File: src/rtl/ept_pkg.sv
package ept_pkg;

    localparam int CAP_W   = 24;
    localparam int SCALE_W = 32;

    // configuration register indexes
    localparam logic REG_NOISE_THRESHOLD = 1'b0;
    localparam logic REG_SPEED_SCALE     = 1'b1;

    localparam logic ACT_EDGE = 1'b0;
    localparam logic ACT_TICK = 1'b1;

    typedef struct packed {
        logic             action;
        logic [CAP_W-1:0] capture_time;
    } ept_in_t;

    typedef struct packed {
        logic [SCALE_W-1:0] speed;
        logic [CAP_W-1:0]   avg_period;
        logic               stalled;
    } ept_out_t;

endpackage

File: src/rtl/ept_div.sv
module ept_div #(
    parameter int N_W = 32,
    parameter int D_W = 24
) (
    input  logic           clk,
    input  logic           rst_n,
    input  logic           start,
    input  logic [N_W-1:0] dividend,
    input  logic [D_W-1:0] divisor,
    output logic           busy,
    output logic           done,
    output logic [N_W-1:0] quotient
);
    import ept_pkg::*;

    localparam int CNT_W = (N_W > 1) ? $clog2(N_W) : 1;

    logic [N_W-1:0]   num_reg, num_next;
    logic [D_W-1:0]   den_reg, den_next;
    logic [D_W-1:0]   rem_reg, rem_next;
    logic [CNT_W-1:0] cnt_reg, cnt_next;
    logic             busy_reg, busy_next;
    logic             done_reg, done_next;
    logic [D_W:0]     trial;
    logic [D_W:0]     trial_sub;
    logic             q_bit;

    // one quotient bit per cycle, dividend bits shift out msb first
    always_comb
    begin
        trial     = {rem_reg, num_reg[N_W-1]};
        trial_sub = trial - {1'b0, den_reg};
        q_bit     = !trial_sub[D_W];

        num_next  = num_reg;
        den_next  = den_reg;
        rem_next  = rem_reg;
        cnt_next  = cnt_reg;
        busy_next = busy_reg;
        done_next = 1'b0;

        if (busy_reg)
        begin
            num_next = {num_reg[N_W-2:0], q_bit};
            rem_next = q_bit ? trial_sub[D_W-1:0] : trial[D_W-1:0];
            cnt_next = cnt_reg + 1'b1;
            if (cnt_reg == CNT_W'(N_W - 1))
            begin
                busy_next = 1'b0;
                done_next = 1'b1;
            end
        end
        else if (start)
        begin
            num_next  = dividend;
            den_next  = divisor;
            rem_next  = '0;
            cnt_next  = '0;
            busy_next = 1'b1;
        end
    end

    always_ff @(posedge clk or negedge rst_n)
    begin
        if (!rst_n)
        begin
            busy_reg <= 1'b0;
            done_reg <= 1'b0;
            cnt_reg  <= '0;
        end
        else
        begin
            busy_reg <= busy_next;
            done_reg <= done_next;
            cnt_reg  <= cnt_next;
        end
    end

    always_ff @(posedge clk)
    begin
        num_reg <= num_next;
        den_reg <= den_next;
        rem_reg <= rem_next;
    end

    assign busy     = busy_reg;
    assign done     = done_reg;
    assign quotient = num_reg;

endmodule

File: src/rtl/edge_period_tachometer_core.sv
// channel  | handshake                 | payload
// item     | item_valid / item_stall   | item   (action, capture_time)
// result   | result_valid / result_stall | result (speed, avg_period, stalled)
// config   | cfg_we                    | cfg_index, cfg_data
//
// an edge item is handled as wrapped difference, then threshold check and sum
// a tick item divides on the shared
// bit-serial divider when there is data (one quotient bit per cycle, average then speed)
// items are taken only while idle; a finished result sits in the output register
// reset clears captures, sum, count, held period and the registers to defaults
module edge_period_tachometer_core #(
    parameter int MAX_PERIODS = 64
) (
    input  logic             clk,
    input  logic             rst_n,
    input  logic             item_valid,
    output logic             item_stall,
    input  ept_pkg::ept_in_t item,
    output logic             result_valid,
    input  logic             result_stall,
    output ept_pkg::ept_out_t result,
    input  logic             cfg_we,
    input  logic             cfg_index,
    input  logic [31:0]      cfg_data
);
    import ept_pkg::*;

    localparam int CNT_W   = $clog2(MAX_PERIODS + 1);
    localparam int SUM_W   = CAP_W + CNT_W;
    localparam int DIV_N_W = (SUM_W > SCALE_W) ? SUM_W : SCALE_W;

    localparam logic [2:0] ST_IDLE    = 3'd0;
    localparam logic [2:0] ST_ACC     = 3'd1;
    localparam logic [2:0] ST_DIV_AVG = 3'd2;
    localparam logic [2:0] ST_DIV_SPD = 3'd3;
    localparam logic [2:0] ST_FIN     = 3'd4;

    logic [2:0]         state_reg, state_next;
    logic [CAP_W-1:0]   thr_reg, thr_next;
    logic [SCALE_W-1:0] scale_reg, scale_next;
    logic [CAP_W-1:0]   latest_reg, latest_next;
    logic [CAP_W-1:0]   at_tick_reg, at_tick_next;
    logic [SUM_W-1:0]   sum_reg, sum_next;
    logic [CNT_W-1:0]   count_reg, count_next;
    logic [CAP_W-1:0]   held_reg, held_next;
    logic [CAP_W-1:0]   diff_reg, diff_next;
    logic               edge_ok_reg, edge_ok_next;
    logic [SCALE_W-1:0] res_speed_reg, res_speed_next;
    logic               res_stalled_reg, res_stalled_next;
    logic               result_valid_reg, result_valid_next;
    ept_out_t           result_reg, result_next;

    logic               div_start;
    logic [DIV_N_W-1:0] div_dividend;
    logic [CAP_W-1:0]   div_divisor;
    logic               div_busy;
    logic               div_done;
    logic [DIV_N_W-1:0] div_quot;
    logic               item_take;

    ept_div #(
        .N_W (DIV_N_W),
        .D_W (CAP_W)
    ) u_div (
        .clk      (clk),
        .rst_n    (rst_n),
        .start    (div_start),
        .dividend (div_dividend),
        .divisor  (div_divisor),
        .busy     (div_busy),
        .done     (div_done),
        .quotient (div_quot)
    );

    assign item_stall = (state_reg != ST_IDLE);
    assign item_take  = item_valid && !item_stall;

    always_comb
    begin
        state_next        = state_reg;
        thr_next          = thr_reg;
        scale_next        = scale_reg;
        latest_next       = latest_reg;
        at_tick_next      = at_tick_reg;
        sum_next          = sum_reg;
        count_next        = count_reg;
        held_next         = held_reg;
        diff_next         = diff_reg;
        edge_ok_next      = edge_ok_reg;
        res_speed_next    = res_speed_reg;
        res_stalled_next  = res_stalled_reg;
        result_valid_next = result_valid_reg && result_stall;
        result_next       = result_reg;
        div_start         = 1'b0;
        div_dividend      = DIV_N_W'(scale_reg);
        div_divisor       = held_reg;

        if (cfg_we)
        begin
            case (cfg_index)
                REG_NOISE_THRESHOLD: thr_next   = cfg_data[CAP_W-1:0];
                REG_SPEED_SCALE:     scale_next = cfg_data[SCALE_W-1:0];
                default:             thr_next   = thr_reg;
            endcase
        end

        case (state_reg)
            ST_IDLE:
            begin
                if (item_take)
                begin
                    if (item.action == ACT_EDGE)
                    begin
                        diff_next    = latest_reg - item.capture_time;
                        edge_ok_next = (latest_reg != '0);
                        latest_next  = item.capture_time;
                        state_next   = ST_ACC;
                    end
                    else if (latest_reg == at_tick_reg)
                    begin
                        // no edge since the previous tick
                        latest_next      = '0;
                        at_tick_next     = '0;
                        held_next        = '0;
                        res_speed_next   = '0;
                        res_stalled_next = 1'b1;
                        state_next       = ST_FIN;
                    end
                    else
                    begin
                        at_tick_next     = latest_reg;
                        res_stalled_next = 1'b0;
                        res_speed_next   = '0;
                        if (count_reg != '0)
                        begin
                            div_start    = 1'b1;
                            div_dividend = DIV_N_W'(sum_reg);
                            div_divisor  = CAP_W'(count_reg);
                            state_next   = ST_DIV_AVG;
                        end
                        else if (held_reg != '0)
                        begin
                            div_start  = 1'b1;
                            state_next = ST_DIV_SPD;
                        end
                        else
                        begin
                            state_next = ST_FIN;
                        end
                    end
                end
            end

            ST_ACC:
            begin
                if (edge_ok_reg && (diff_reg > thr_reg)
                    && (count_reg < CNT_W'(MAX_PERIODS)))
                begin
                    sum_next   = sum_reg + SUM_W'(diff_reg);
                    count_next = count_reg + 1'b1;
                end
                state_next = ST_IDLE;
            end

            ST_DIV_AVG:
            begin
                if (div_done)
                begin
                    held_next  = div_quot[CAP_W-1:0];
                    sum_next   = '0;
                    count_next = '0;
                    if (div_quot[CAP_W-1:0] != '0)
                    begin
                        div_start   = 1'b1;
                        div_divisor = div_quot[CAP_W-1:0];
                        state_next  = ST_DIV_SPD;
                    end
                    else
                    begin
                        state_next = ST_FIN;
                    end
                end
            end

            ST_DIV_SPD:
            begin
                if (div_done)
                begin
                    res_speed_next = div_quot[SCALE_W-1:0];
                    state_next     = ST_FIN;
                end
            end

            ST_FIN:
            begin
                if (!result_valid_reg || !result_stall)
                begin
                    result_valid_next      = 1'b1;
                    result_next.speed      = res_speed_reg;
                    result_next.avg_period = held_reg;
                    result_next.stalled    = res_stalled_reg;
                    state_next             = ST_IDLE;
                end
            end

            default:
            begin
                state_next = ST_IDLE;
            end
        endcase
    end

    always_ff @(posedge clk or negedge rst_n)
    begin
        if (!rst_n)
        begin
            state_reg        <= ST_IDLE;
            thr_reg          <= CAP_W'(66400);
            scale_reg        <= SCALE_W'(204800000);
            latest_reg       <= '0;
            at_tick_reg      <= '0;
            sum_reg          <= '0;
            count_reg        <= '0;
            held_reg         <= '0;
            result_valid_reg <= 1'b0;
        end
        else
        begin
            state_reg        <= state_next;
            thr_reg          <= thr_next;
            scale_reg        <= scale_next;
            latest_reg       <= latest_next;
            at_tick_reg      <= at_tick_next;
            sum_reg          <= sum_next;
            count_reg        <= count_next;
            held_reg         <= held_next;
            result_valid_reg <= result_valid_next;
        end
    end

    always_ff @(posedge clk)
    begin
        diff_reg        <= diff_next;
        edge_ok_reg     <= edge_ok_next;
        res_speed_reg   <= res_speed_next;
        res_stalled_reg <= res_stalled_next;
        result_reg      <= result_next;
    end

    assign result_valid = result_valid_reg;
    assign result       = result_reg;

    a_start_when_free: assert property (@(posedge clk) disable iff (!rst_n)
        div_start |-> !div_busy)
        else $error("divider started while busy");

    a_count_bound: assert property (@(posedge clk) disable iff (!rst_n)
        count_reg <= CNT_W'(MAX_PERIODS))
        else $error("period count above limit");

    a_done_in_div: assert property (@(posedge clk) disable iff (!rst_n)
        div_done |-> (state_reg == ST_DIV_AVG || state_reg == ST_DIV_SPD))
        else $error("divider finished outside a divide state");

    a_stall_zero: assert property (@(posedge clk) disable iff (!rst_n)
        result_valid && result.stalled |-> result.speed == '0 && result.avg_period == '0)
        else $error("stalled result with nonzero fields");

endmodule
File: config.mk
export PLATFORM = sky130hd
export DESIGN_NAME = edge_period_tachometer_core
export DESIGN_NICKNAME = d
export VERILOG_FILES = /design/src/rtl/ept_pkg.sv /design/src/rtl/ept_div.sv /design/src/rtl/edge_period_tachometer_core.sv
export SDC_FILE = /design/constraint.sdc
export NUM_CORES = 1
export LEC_CHECK = 0
export BUFFER_PORTS_ARGS = -buffer_cell sky130_fd_sc_hd__buf_4
export CAP_MARGIN = 10
export CORE_AREA = 4 4 223 225
export DETAILED_ROUTE_END_ITERATION = 10
export DIE_AREA = 0 0 227 229
export PLACE_DENSITY = 0.55
export SKIP_CTS_REPAIR_TIMING = 1
export SYNTH_ARGS = -nofsm -noshare
export SYNTH_HDL_FRONTEND = slang
export SYNTH_SLANG_ARGS = --single-unit
File: constraint.sdc
create_clock -name clk -period 5.4 [get_ports clk]
set_clock_uncertainty 0.15 [all_clocks]
set_input_delay 1.08 -clock clk [delete_from_list [all_inputs] [get_ports clk]]
set_output_delay 1.08 -clock clk [all_outputs]
set_load 0.03 [all_outputs]
==> results.py, run 1 <==
metrics = {
    "critical_path": {
        "criticalPathCategory": "flop to flop",
        "crit_cells": 9,
        "cpPeakStageDelay_ps": 730,
        "crit_buf_inv": 1,
        "worstPathRequired_ps": 5680,
        "startpoint_type": "flop",
        "cp_slowest_cell": "o21ai_4",
        "r2r-start": "latest_reg[10]$_DFFE_PN0P_",
        "endpoint": "u_div.den_reg[0]$_DFFE_PP_",
        "rrSetupSlack_ps": 1530,
        "r2r_cells": 9,
        "cpLargestDelayFamily": "simple AND/OR/NAND/NOR gates",
        "r2r_end": "u_div.den_reg[0]$_DFFE_PP_",
        "worstSetupEndpointType": "flop",
        "path_cells": "xor2_1, nor4_1, nand4_1, nor3_4, nor2_1, and2_2, o21ai_4, a222oi_1, inv_1",
        "critPathArrivalTime_ps": 4150,
        "crit_path_max_fanout": 37,
        "cp-startpoint": "latest_reg[10]$_DFFE_PN0P_",
    },
    "cts": {
        "cts_tree": "built",
        "cts.htree.levels": 2,
        "cts_made_buffers": 44,
        "insertion_delay_ps": 570,
        "cts_buffer_depth": 3,
        "cts-root-buf": "clkbuf_16",
        "clkTransAtPathRegs_ps": 60,
        "cts.sinks": 372,
    },
    "logic_synthesis": {
        "ys_types": 81,
        "synth_top_cells_by_area": "edfxtp_1 31%, dfrtp_1 22%, ha_1 6.6%",
        "synth-edff-count": 195,
        "syn_nets": 1833,
        "synth-seq-area-share": 0.546,
        "synth_compound_area_frac": 0.151,
        "synth.cell_area_um2": 18800,
        "synth_top_area_share": 0.311,
        "synthSimpleGateAreaFrac": 0.112,
        "synthMuxAreaShare": 0.0458,
        "yosysWarnings": 0,
        "ys_async_sr_fraction": 0.476,
        "synthXorXnorAreaFrac": 0.0390,
        "synth.avg_cell_area_um2": 11.3,
        "yosysTopAreaCell": "edfxtp_1",
        "ys_dominant_reg_cell": "edfxtp_1",
        "postSynthCellCount": 1668,
        "synth-seq-cells": 372,
        "synth_top_family_by_area": "compound AO/OA/AOI/OAI gates",
        "synthAdderAreaFrac": 0.0689,
    },
    "sta": {
        "drv_slew": 0,
        "setup_violations": 0,
        "tightest_slew_ps": 1200,
        "hold_viol_final": 0,
        "final.period_utilization": 0.717,
        "fin_setup_tns_ps": 0,
        "rsz0062_at_grt": "no",
        "post-route-min-period_ps": 3870,
        "slew-limit-headroom": 0.202,
        "max_clock_freq_mhz": 258,
    },
    "global_route": {
        "grt_pass1_wl_um": 76400,
        "grt_pass1_vias": 13400,
        "antenna_found_initial": 0,
        "grt_max_degree": 136,
        "grtUsageTotal": 0.186,
        "grt-ovfl-total": 0,
    },
    "final_layout": {
        "multi_input_area_um2": 7880,
        "layout.nets": 1954,
        "antenna_cells": 0,
        "regArea_um2": 10300,
        "area_growth_syn_to_layout_pct": 16.0,
        "fillers": 4350,
        "largest_reg_flops": 57,
        "final_util": 0.460,
        "drive_above_1_share": 0.156,
    },
    "routing": {
        "drt_iter0_markers": 793,
        "via_per_inst": 5.34,
        "num_vias": 13000,
        "wl_per_cell_um": 19.6,
        "drt-total-wl_um": 47800,
        "route.met3.wl_um": 1860,
        "dr.max_layer_used": "met4",
        "drc": 0,
        "first_pass_iters": 6,
        "route.met2.wl_um": 22600,
        "final_antenna_net_count": 0,
        "wl_met1_um": 22000,
    },
    "floorplan": {
        "die_area_um2": 52000,
        "die_y_um": 229,
        "io_pins": 122,
        "floorplan.initialDensity": 0.396,
        "core_um2": 47500,
        "die_w_um": 227,
        "rows": 80,
    },
    "place": {
        "detailed_place_hpwl_um": 34400,
        "port_buffers": 121,
        "globalplace.congestion": 0.864,
    },
    "hold_path": {
        "hp-class": "flop to flop",
        "min_path_cells": 0,
    },
    "pwr": {
        "power_switching_uw": 4620,
        "power_uw": 12400,
        "powerDensity_nw_per_um2": 568,
        "sw_frac_of_total": 0.372,
        "p_int_uw": 7800,
        "power_frac_seq": 0.389,
        "ir_drop_uv": 275,
        "share_comb_of_total_power": 0.369,
        "power_frac_clock": 0.243,
        "p_leak_uw": 0.00945,
    },
    "outcome": {
        "outcome": "finished, final reports clean",
    },
    "flow_run": {
        "max-cap-violations": 0,
    },
}
## worst min-delay path by stage
stage | startpoint | to | slack, ps
floorplan | res_stalled_reg$_DFFE_PP_ | result[0]$_DFFE_PP_ | 250
global placement | res_speed_reg[17]$_SDFFCE_PN0P_ | result[42]$_DFFE_PP_ | 250
detailed placement | res_speed_reg[17]$_SDFFCE_PN0P_ | result[42]$_DFFE_PP_ | 250
CTS | res_speed_reg[25]$_SDFFCE_PN0P_ | result[50]$_DFFE_PP_ | 270
global route | res_speed_reg[10]$_SDFFCE_PN0P_ | result[35]$_DFFE_PP_ | 280
finish | res_speed_reg[25]$_SDFFCE_PN0P_ | result[50]$_DFFE_PP_ | 270
## cell usage after synthesis (25+ instances only)
library cell,number
a22o_1,65
xnor2_1,50
a21o_1,25
inv_1,104
a21oi_1,77
xor2_1,34
ha_1,99
clkbuf_1,36
and2_1,36
nor2b_1,29
mux2i_1,48
mux2_2,34
nand2_1,196
o21ai_0,123
nor4_1,25
dfrtp_1,166
edfxtp_1,195
nor2_1,57
## logic make-up (layout without fill, tap and decap cells)
logic type | count (synthesis) | after routing
multiplexers | 82 | 82
adder cells (fa/ha/maj) | 102 | 102
AO/OA/AOI/OAI | 423 | 423
AND/OR/NAND/NOR | 438 | 438
buffers and inverters | 167 | 324
XOR/XNOR | 84 | 84
flip-flops | 372 | 372
## metal layers
layer / track usage / vias up
met5: 0 / -
met1: 0.257 / 6337
li1: - / 6332
met2: 0.306 / 272
met3: 0.0295 / 83
met4: 0.0530 / 0
## power groups by stage
stage                     clock network, uW  registers, uW  logic (uW)
after CTS                              3100           4840        4620
after global routing                   3220           4930        5160
after detailed placement                  0           4880        4600
after global placement                    0           4870        4500
after floorplan                           0           4750        3380
final                                  3010           4830        4580
## worst register-to-register path, cell delays in order (launching register included)
cell and delay, ps:
dfrtp_1 460, xor2_1 180, nor4_1 390, nand4_1 210, nor3_4 550, nor2_1 200, and2_2 620, o21ai_4 750
a222oi_1 150, inv_1 100
## per-stage QoR
step	setup WS [ps]	cell area, um^2	hold slack, ps	std cells
6_report	1530	21900	267	2440
5_1_grt	1160	21900	276	2440
4_1_cts	1490	21900	268	2440
3_5_place_dp	1420	20400	255	2358
3_3_place_gp	1520	20400	254	2358
2_1_floorplan	882	18800	250	1668
## final cells by class
type | instances | area share
Timing Repair Buffer | 138 | 0.0487
Sequential cell | 372 | 0.471
Clock buffer | 51 | 0.0534
Multi-Input combinational cell | 1129 | 0.360
Clock inverter | 31 | 0.0135
Inverter | 104 | 0.0178
Tap cell | 615 | 0.0352
## cells in the final DEF (no fill, tap or decap), drive strengths merged, types with 25 or more instances in the layout
cell type  count
a21o          25
a21oi         79
a22o          65
and2          37
buf          138
clkbuf        51
dfrtp        166
edfxtp       195
ha            99
inv          107
mux2          34
mux2i         48
nand2        198
nor2          59
nor2b         30
nor4          25
o21ai        137
o31ai         25
xnor2         50
xor2          34
Note: power is estimated with default switching activity, not from simulation.
==> run 2, diff against run 1 <==
PLACE_DENSITY = 0.57   (was 0.55)
clock period = 3.5 ns   (was 5.4 ns; I/O delays follow)
==> run 2 against run 1 <==
Compared with the run above:
- cell area is 1.0% higher
- clock power is 50% higher
- worst setup slack worse by 1200 ps
- power is 55% higher
- via count is 0.76% higher
- critical path depth is 4 higher
- utilization is 0.47 points higher
- sequential share of layout area is 0.48 points lower
- sequential power is 53% higher
==> results.py, run 2 (synthesized netlist as in run 1, its figures left out) <==
metrics = {
    "final_layout": {
        "layout.nets": 1986,
        "area_growth_syn_to_layout_pct": 17.2,
        "fillers": 4358,
        "drive_above_1_share": 0.165,
        "final_cell_mix": "196 x nand2_1, 195 x edfxtp_1, 166 x buf_4",
        "mostFrequentLayoutCell": "nand2_1",
        "largest_reg_flops": 57,
        "final_util": 0.465,
    },
    "critical_path": {
        "worstSetupEndpointType": "flop",
        "crit_path_max_fanout": 7,
        "worstPathRequired_ps": 3670,
        "cp_slowest_cell": "edfxtp_1",
        "critPathArrivalTime_ps": 3370,
        "path_cells": "inv_1, ha_1, fa_1, nor2b_4, o31ai_2, a21oi_1, a211o_1, a211o_1, o311ai_4, buf_4, buf_4, mux2i_1, nor2b_1",
        "startpoint_type": "flop",
        "criticalPathCategory": "flop to flop",
        "cpPeakStageDelay_ps": 390,
    },
    "pwr": {
        "power_switching_uw": 7110,
        "powerDensity_nw_per_um2": 872,
        "share_comb_of_total_power": 0.383,
        "power_frac_clock": 0.234,
        "sw_frac_of_total": 0.369,
        "power_frac_seq": 0.383,
        "p_int_uw": 12200,
        "ir_drop_uv": 420,
        "p_leak_uw": 0.00957,
        "power_uw": 19300,
    },
    "routing": {
        "drt-total-wl_um": 46900,
        "drt_iter0_markers": 865,
        "first_pass_iters": 6,
        "via_per_inst": 5.31,
        "wl_per_cell_um": 19.0,
        "num_vias": 13100,
        "drc": 0,
        "final_antenna_net_count": 0,
    },
    "floorplan": {
        "io_pins": 122,
        "floorplan.initialDensity": 0.396,
        "core_um2": 47500,
        "die_area_um2": 52000,
        "die_w_um": 227,
        "die_y_um": 229,
        "rows": 80,
    },
    "cts": {
        "clkTransAtPathRegs_ps": 60,
        "insertion_delay_ps": 570,
        "cts_buffer_depth": 3,
        "cts_tree": "built",
        "cts.htree.levels": 2,
        "cts-root-buf": "clkbuf_16",
        "cts_made_buffers": 42,
        "cts.sinks": 372,
    },
    "sta": {
        "slew-limit-headroom": 0.381,
        "final.period_utilization": 0.914,
        "drv_slew": 0,
        "fin_setup_tns_ps": 0,
        "layout_setup_ws_ps": 301,
        "hold_slack_ps": 200,
        "max_clock_freq_mhz": 313,
        "rsz0062_at_grt": "no",
        "hold_viol_final": 0,
        "setup_violations": 0,
        "tightest_slew_ps": 927,
        "post-route-min-period_ps": 3200,
    },
    "place": {
        "port_buffers": 121,
        "dp_slack_ps": 141,
        "detailed_place_hpwl_um": 33900,
        "globalplace.congestion": 0.866,
    },
    "hold_path": {
        "hp-class": "primary input to flop",
    },
    "outcome": {
        "outcome": "finished, final reports clean",
    },
    "global_route": {
        "antenna_found_initial": 2,
        "grt_pass1_vias": 13100,
        "grt_max_degree": 63,
        "grt_pass1_wl_um": 73700,
        "grt-ovfl-total": 0,
        "grtUsageTotal": 0.179,
    },
    "flow_run": {
        "max-cap-violations": 0,
    },
}
[run 2: cell count changes in the layout (fill, tap and decap cells not counted), sizes merged]
cell and change:
buf +33, clkbuf -2, bufinv +1, clkinv -1, clkinvlp -1, diode +1, dlygate4sd3 +1, inv -1
[run 2: worst paths after layout]
| path | endpoint | cells past startpoint | from | slack [ps] |
|---|---|---|---|---|
| setup / recovery | u_div.rem_reg[5]$_SDFFCE_PN0P_ | 13 | u_div.quotient[31]$_DFFE_PP_ | 300 |
| hold / removal | thr_reg[7]$_DFFE_PN0P_ | 3 | cfg_data[7] | 200 |
| setup reg to reg | u_div.rem_reg[5]$_SDFFCE_PN0P_ | 13 | u_div.quotient[31]$_DFFE_PP_ | 300 |
| hold reg to reg | result[35]$_DFFE_PP_ | 0 | res_speed_reg[10]$_SDFFCE_PN0P_ | 270 |
| max in group asynchronous | thr_reg[6]$_DFFE_PN1P_ | 3 | rst_n | 1850 |
| min in group asynchronous | at_tick_reg[22]$_DFFE_PN0P_ | 2 | rst_n | 520 |
[run 2: critical path, delay by kind of cell (launching register included)]
family	cells	cell delay [ps]
AO/OA/AOI/OAI	5	1150
adder cells (fa/ha/maj)	2	460
multiplexers	1	210
flip-flops	1	390
AND/OR/NAND/NOR	2	120
buffers and inverters	3	470
[run 2: power by group through the flow]
stage                     combinational, uW  sequential (uW)  clock [uW]
final                                  7390             7390        4500
after global routing                   8270             7540        4800
after global placement                 7210             7450           0
after CTS                              7370             7400        4610
after floorplan                        5220             7320           0
after detailed placement               7330             7480           0
[run 2: routing by layer]
metal | share of wire | track usage | vias to the layer above | wire length [um]
li1 | - | - | 6414 | -
met1 | 0.45 | 0.244 | 6332 | 21100
met2 | 0.47 | 0.292 | 299 | 22100
met3 | 0.051 | 0.0360 | 76 | 2370
met4 | 0.028 | 0.0511 | 2 | 1340
met5 | 0.00028 | 0 | - | 13
[run 2: cell type report]
type | count | area, um^2 | share of cell area
flip-flops and latches | 372 | 10300 | 0.466
multi-input cells | 1129 | 7880 | 0.357
repair buffers | 172 | 1350 | 0.0610
clock buffers | 49 | 1090 | 0.0492
well taps | 615 | 769 | 0.0348
inverters | 104 | 390 | 0.0177
clock inverters | 29 | 315 | 0.0143
diodes | 1 | 2.50 | 0.000113
[run 2: stage by stage]
step	cells	cell area (um^2)
after floorplan	1668	18900
final	2471	22100
after global placement	2387	20600
after detailed placement	2387	20600
after global routing	2470	22100
after CTS	2465	22100
==> run 3, diff against run 2 <==
PLACE_DENSITY = 0.55   (was 0.57)
clock period = 3.8 ns   (was 3.5 ns; I/O delays follow)
==> run 3 against run 2 <==
Compared with the run above:
- the flow now finishes with violations (hold timing)
- clock power decreased by 5.3%
- hold slack got worse by 210 ps
- critical endpoint is now u_div.rem_reg[11]$_SDFFCE_PN0P_
- maximum frequency decreased by 6.9%
- non-clock buffer count decreased by 24
- largest power group unchanged
- critical path depth decreased by 1
- cell count decreased by 0.89%
- flip-flop and latch count unchanged
- power decreased by 8.0%
- global-route usage increased by 0.26 points
- register-to-register slack improved by 60 ps
- sequential power decreased by 6.9%
- wire length increased by 1.5%
==> results.py, run 3 (synthesized netlist as in run 1, its figures left out) <==
metrics = {
    "cts": {
        "cts.htree.levels": 2,
        "cts.sinks": 372,
        "cts-root-buf": "clkbuf_16",
        "cts_buffer_depth": 3,
        "cts_made_buffers": 43,
        "cts_tree": "built",
        "insertion_delay_ps": 570,
        "clkTransAtPathRegs_ps": 60,
    },
    "floorplan": {
        "io_pins": 122,
        "die_y_um": 229,
        "floorplan.initialDensity": 0.396,
        "die_area_um2": 52000,
        "rows": 80,
        "core_um2": 47500,
        "die_w_um": 227,
    },
    "outcome": {
        "violations": "hold timing",
        "outcome": "finished with violations",
    },
    "routing": {
        "drt_iter0_markers": 800,
        "first_pass_iters": 5,
        "num_vias": 13000,
        "final_antenna_net_count": 0,
        "wl_per_cell_um": 19.4,
        "drc": 0,
        "via_per_inst": 5.32,
        "drt-total-wl_um": 47600,
    },
    "sta": {
        "hold_slack_ps": -7.55,
        "drv_slew": 0,
        "post-route-min-period_ps": 3440,
        "hold_viol_final": 17,
        "setup_violations": 0,
        "tightest_slew_ps": 966,
        "slew-limit-headroom": 0.355,
        "rsz0062_at_grt": "no",
        "max_clock_freq_mhz": 291,
        "fin_setup_tns_ps": 0,
        "final.period_utilization": 0.904,
    },
    "critical_path": {
        "startpoint_type": "flop",
        "cp_slowest_cell": "o311ai_4",
        "critPathArrivalTime_ps": 3610,
        "worstPathRequired_ps": 3980,
        "r2r_cells": 12,
        "path_cells": "inv_1, ha_1, fa_1, nor2b_4, o31ai_2, a21oi_1, a211o_1, a21oi_2, o311ai_4, buf_4, mux2i_1, nor2b_1",
        "cpPeakStageDelay_ps": 640,
        "cpLargestDelayFamily": "compound AO/OA/AOI/OAI gates",
        "rrSetupSlack_ps": 360,
        "worstSetupEndpointType": "flop",
        "criticalPathCategory": "flop to flop",
        "crit_cells": 12,
        "crit_path_max_fanout": 11,
        "crit_buf_inv": 2,
    },
    "final_layout": {
        "final_cell_mix": "196 x nand2_1, 195 x edfxtp_1, 165 x dfrtp_1",
        "drive_above_1_share": 0.162,
        "largest_reg_flops": 57,
        "antenna_cells": 0,
        "mostFrequentLayoutCell": "nand2_1",
        "fillers": 4378,
        "layout.nets": 1964,
        "area_growth_syn_to_layout_pct": 16.5,
    },
    "pwr": {
        "power_switching_uw": 6600,
        "p_int_uw": 11100,
        "powerDensity_nw_per_um2": 807,
        "power_frac_clock": 0.241,
        "sw_frac_of_total": 0.372,
        "share_comb_of_total_power": 0.371,
        "power_frac_seq": 0.388,
        "ir_drop_uv": 406,
        "p_leak_uw": 0.00950,
        "power_uw": 17700,
    },
    "global_route": {
        "grt_pass1_vias": 13000,
        "grt-ovfl-total": 0,
        "grtUsageTotal": 0.182,
        "grt_max_degree": 68,
        "antenna_found_initial": 1,
        "grt_pass1_wl_um": 74500,
    },
    "hold_path": {
        "hp-class": "primary input to asynchronous set/reset pin",
    },
    "flow_run": {
        "max-cap-violations": 0,
    },
    "place": {
        "globalplace.congestion": 0.885,
        "detailed_place_hpwl_um": 34200,
        "port_buffers": 121,
    },
}
run 3: through the flow:
step	util	hold slack, ps	setup slack (ps)	instance area (um^2)	std cells
detailed placement	0.431	255	76.7	20500	2368
finish	0.462	-7.55	364	22000	2449
global placement	0.431	254	86.0	20500	2368
CTS	0.462	-27.2	55.7	21900	2448
floorplan	-	250	566	18900	1668
global route	0.462	4.38	122	22000	2449
run 3: routing by layer:
| metal | track usage | share of wire | up-vias |
|---|---|---|---|
| met1 | 0.248 | 0.45 | 6326 |
| met5 | 0 | 0.00027 | - |
| met2 | 0.302 | 0.48 | 293 |
| met4 | 0.0494 | 0.021 | 2 |
| met3 | 0.0297 | 0.047 | 63 |
| li1 | - | - | 6333 |
run 3: worst reg2reg max path, delay by kind of cell, from the launching register on:
family                   cells  cell delay [ps]
flip-flops                   1              340
buffers and inverters        2              350
multiplexers                 1              210
AND/OR/NAND/NOR              2              210
AO/OA/AOI/OAI                5             1260
adder cells (fa/ha/maj)      2              670
run 3: final timing paths:
| kind | endpoint | from |
|---|---|---|
| worst max-delay path | u_div.rem_reg[11]$_SDFFCE_PN0P_ | u_div.quotient[31]$_DFFE_PP_ |
| worst min-delay path | at_tick_reg[22]$_DFFE_PN0P_ | rst_n |
| worst max register to register | u_div.rem_reg[11]$_SDFFCE_PN0P_ | u_div.quotient[31]$_DFFE_PP_ |
| worst min register to register | result[52]$_DFFE_PP_ | res_speed_reg[27]$_SDFFCE_PN0P_ |
| max in group asynchronous | thr_reg[6]$_DFFE_PN1P_ | rst_n |
| min in group clk | thr_reg[11]$_DFFE_PN0P_ | cfg_data[11] |
run 3: power groups by stage:
stage / Clock (uW) / Combinational, uW / Sequential, uW
2_1_floorplan: 0 / 4810 / 6740
3_3_place_gp: 0 / 6430 / 6940
3_5_place_dp: 0 / 6550 / 6970
4_1_cts: 4380 / 6580 / 6900
5_1_grt: 4540 / 7360 / 7030
6_report: 4260 / 6580 / 6880
run 3: final cells by class:
cell class / instances / area [um^2] / share of cell area
clock buffers: 54 / 1180 / 0.0535
multi-input cells: 1130 / 7900 / 0.360
flip-flops and latches: 372 / 10300 / 0.469
clock inverters: 26 / 279 / 0.0127
well taps: 615 / 769 / 0.0350
repair buffers: 148 / 1150 / 0.0525
inverters: 104 / 390 / 0.0178
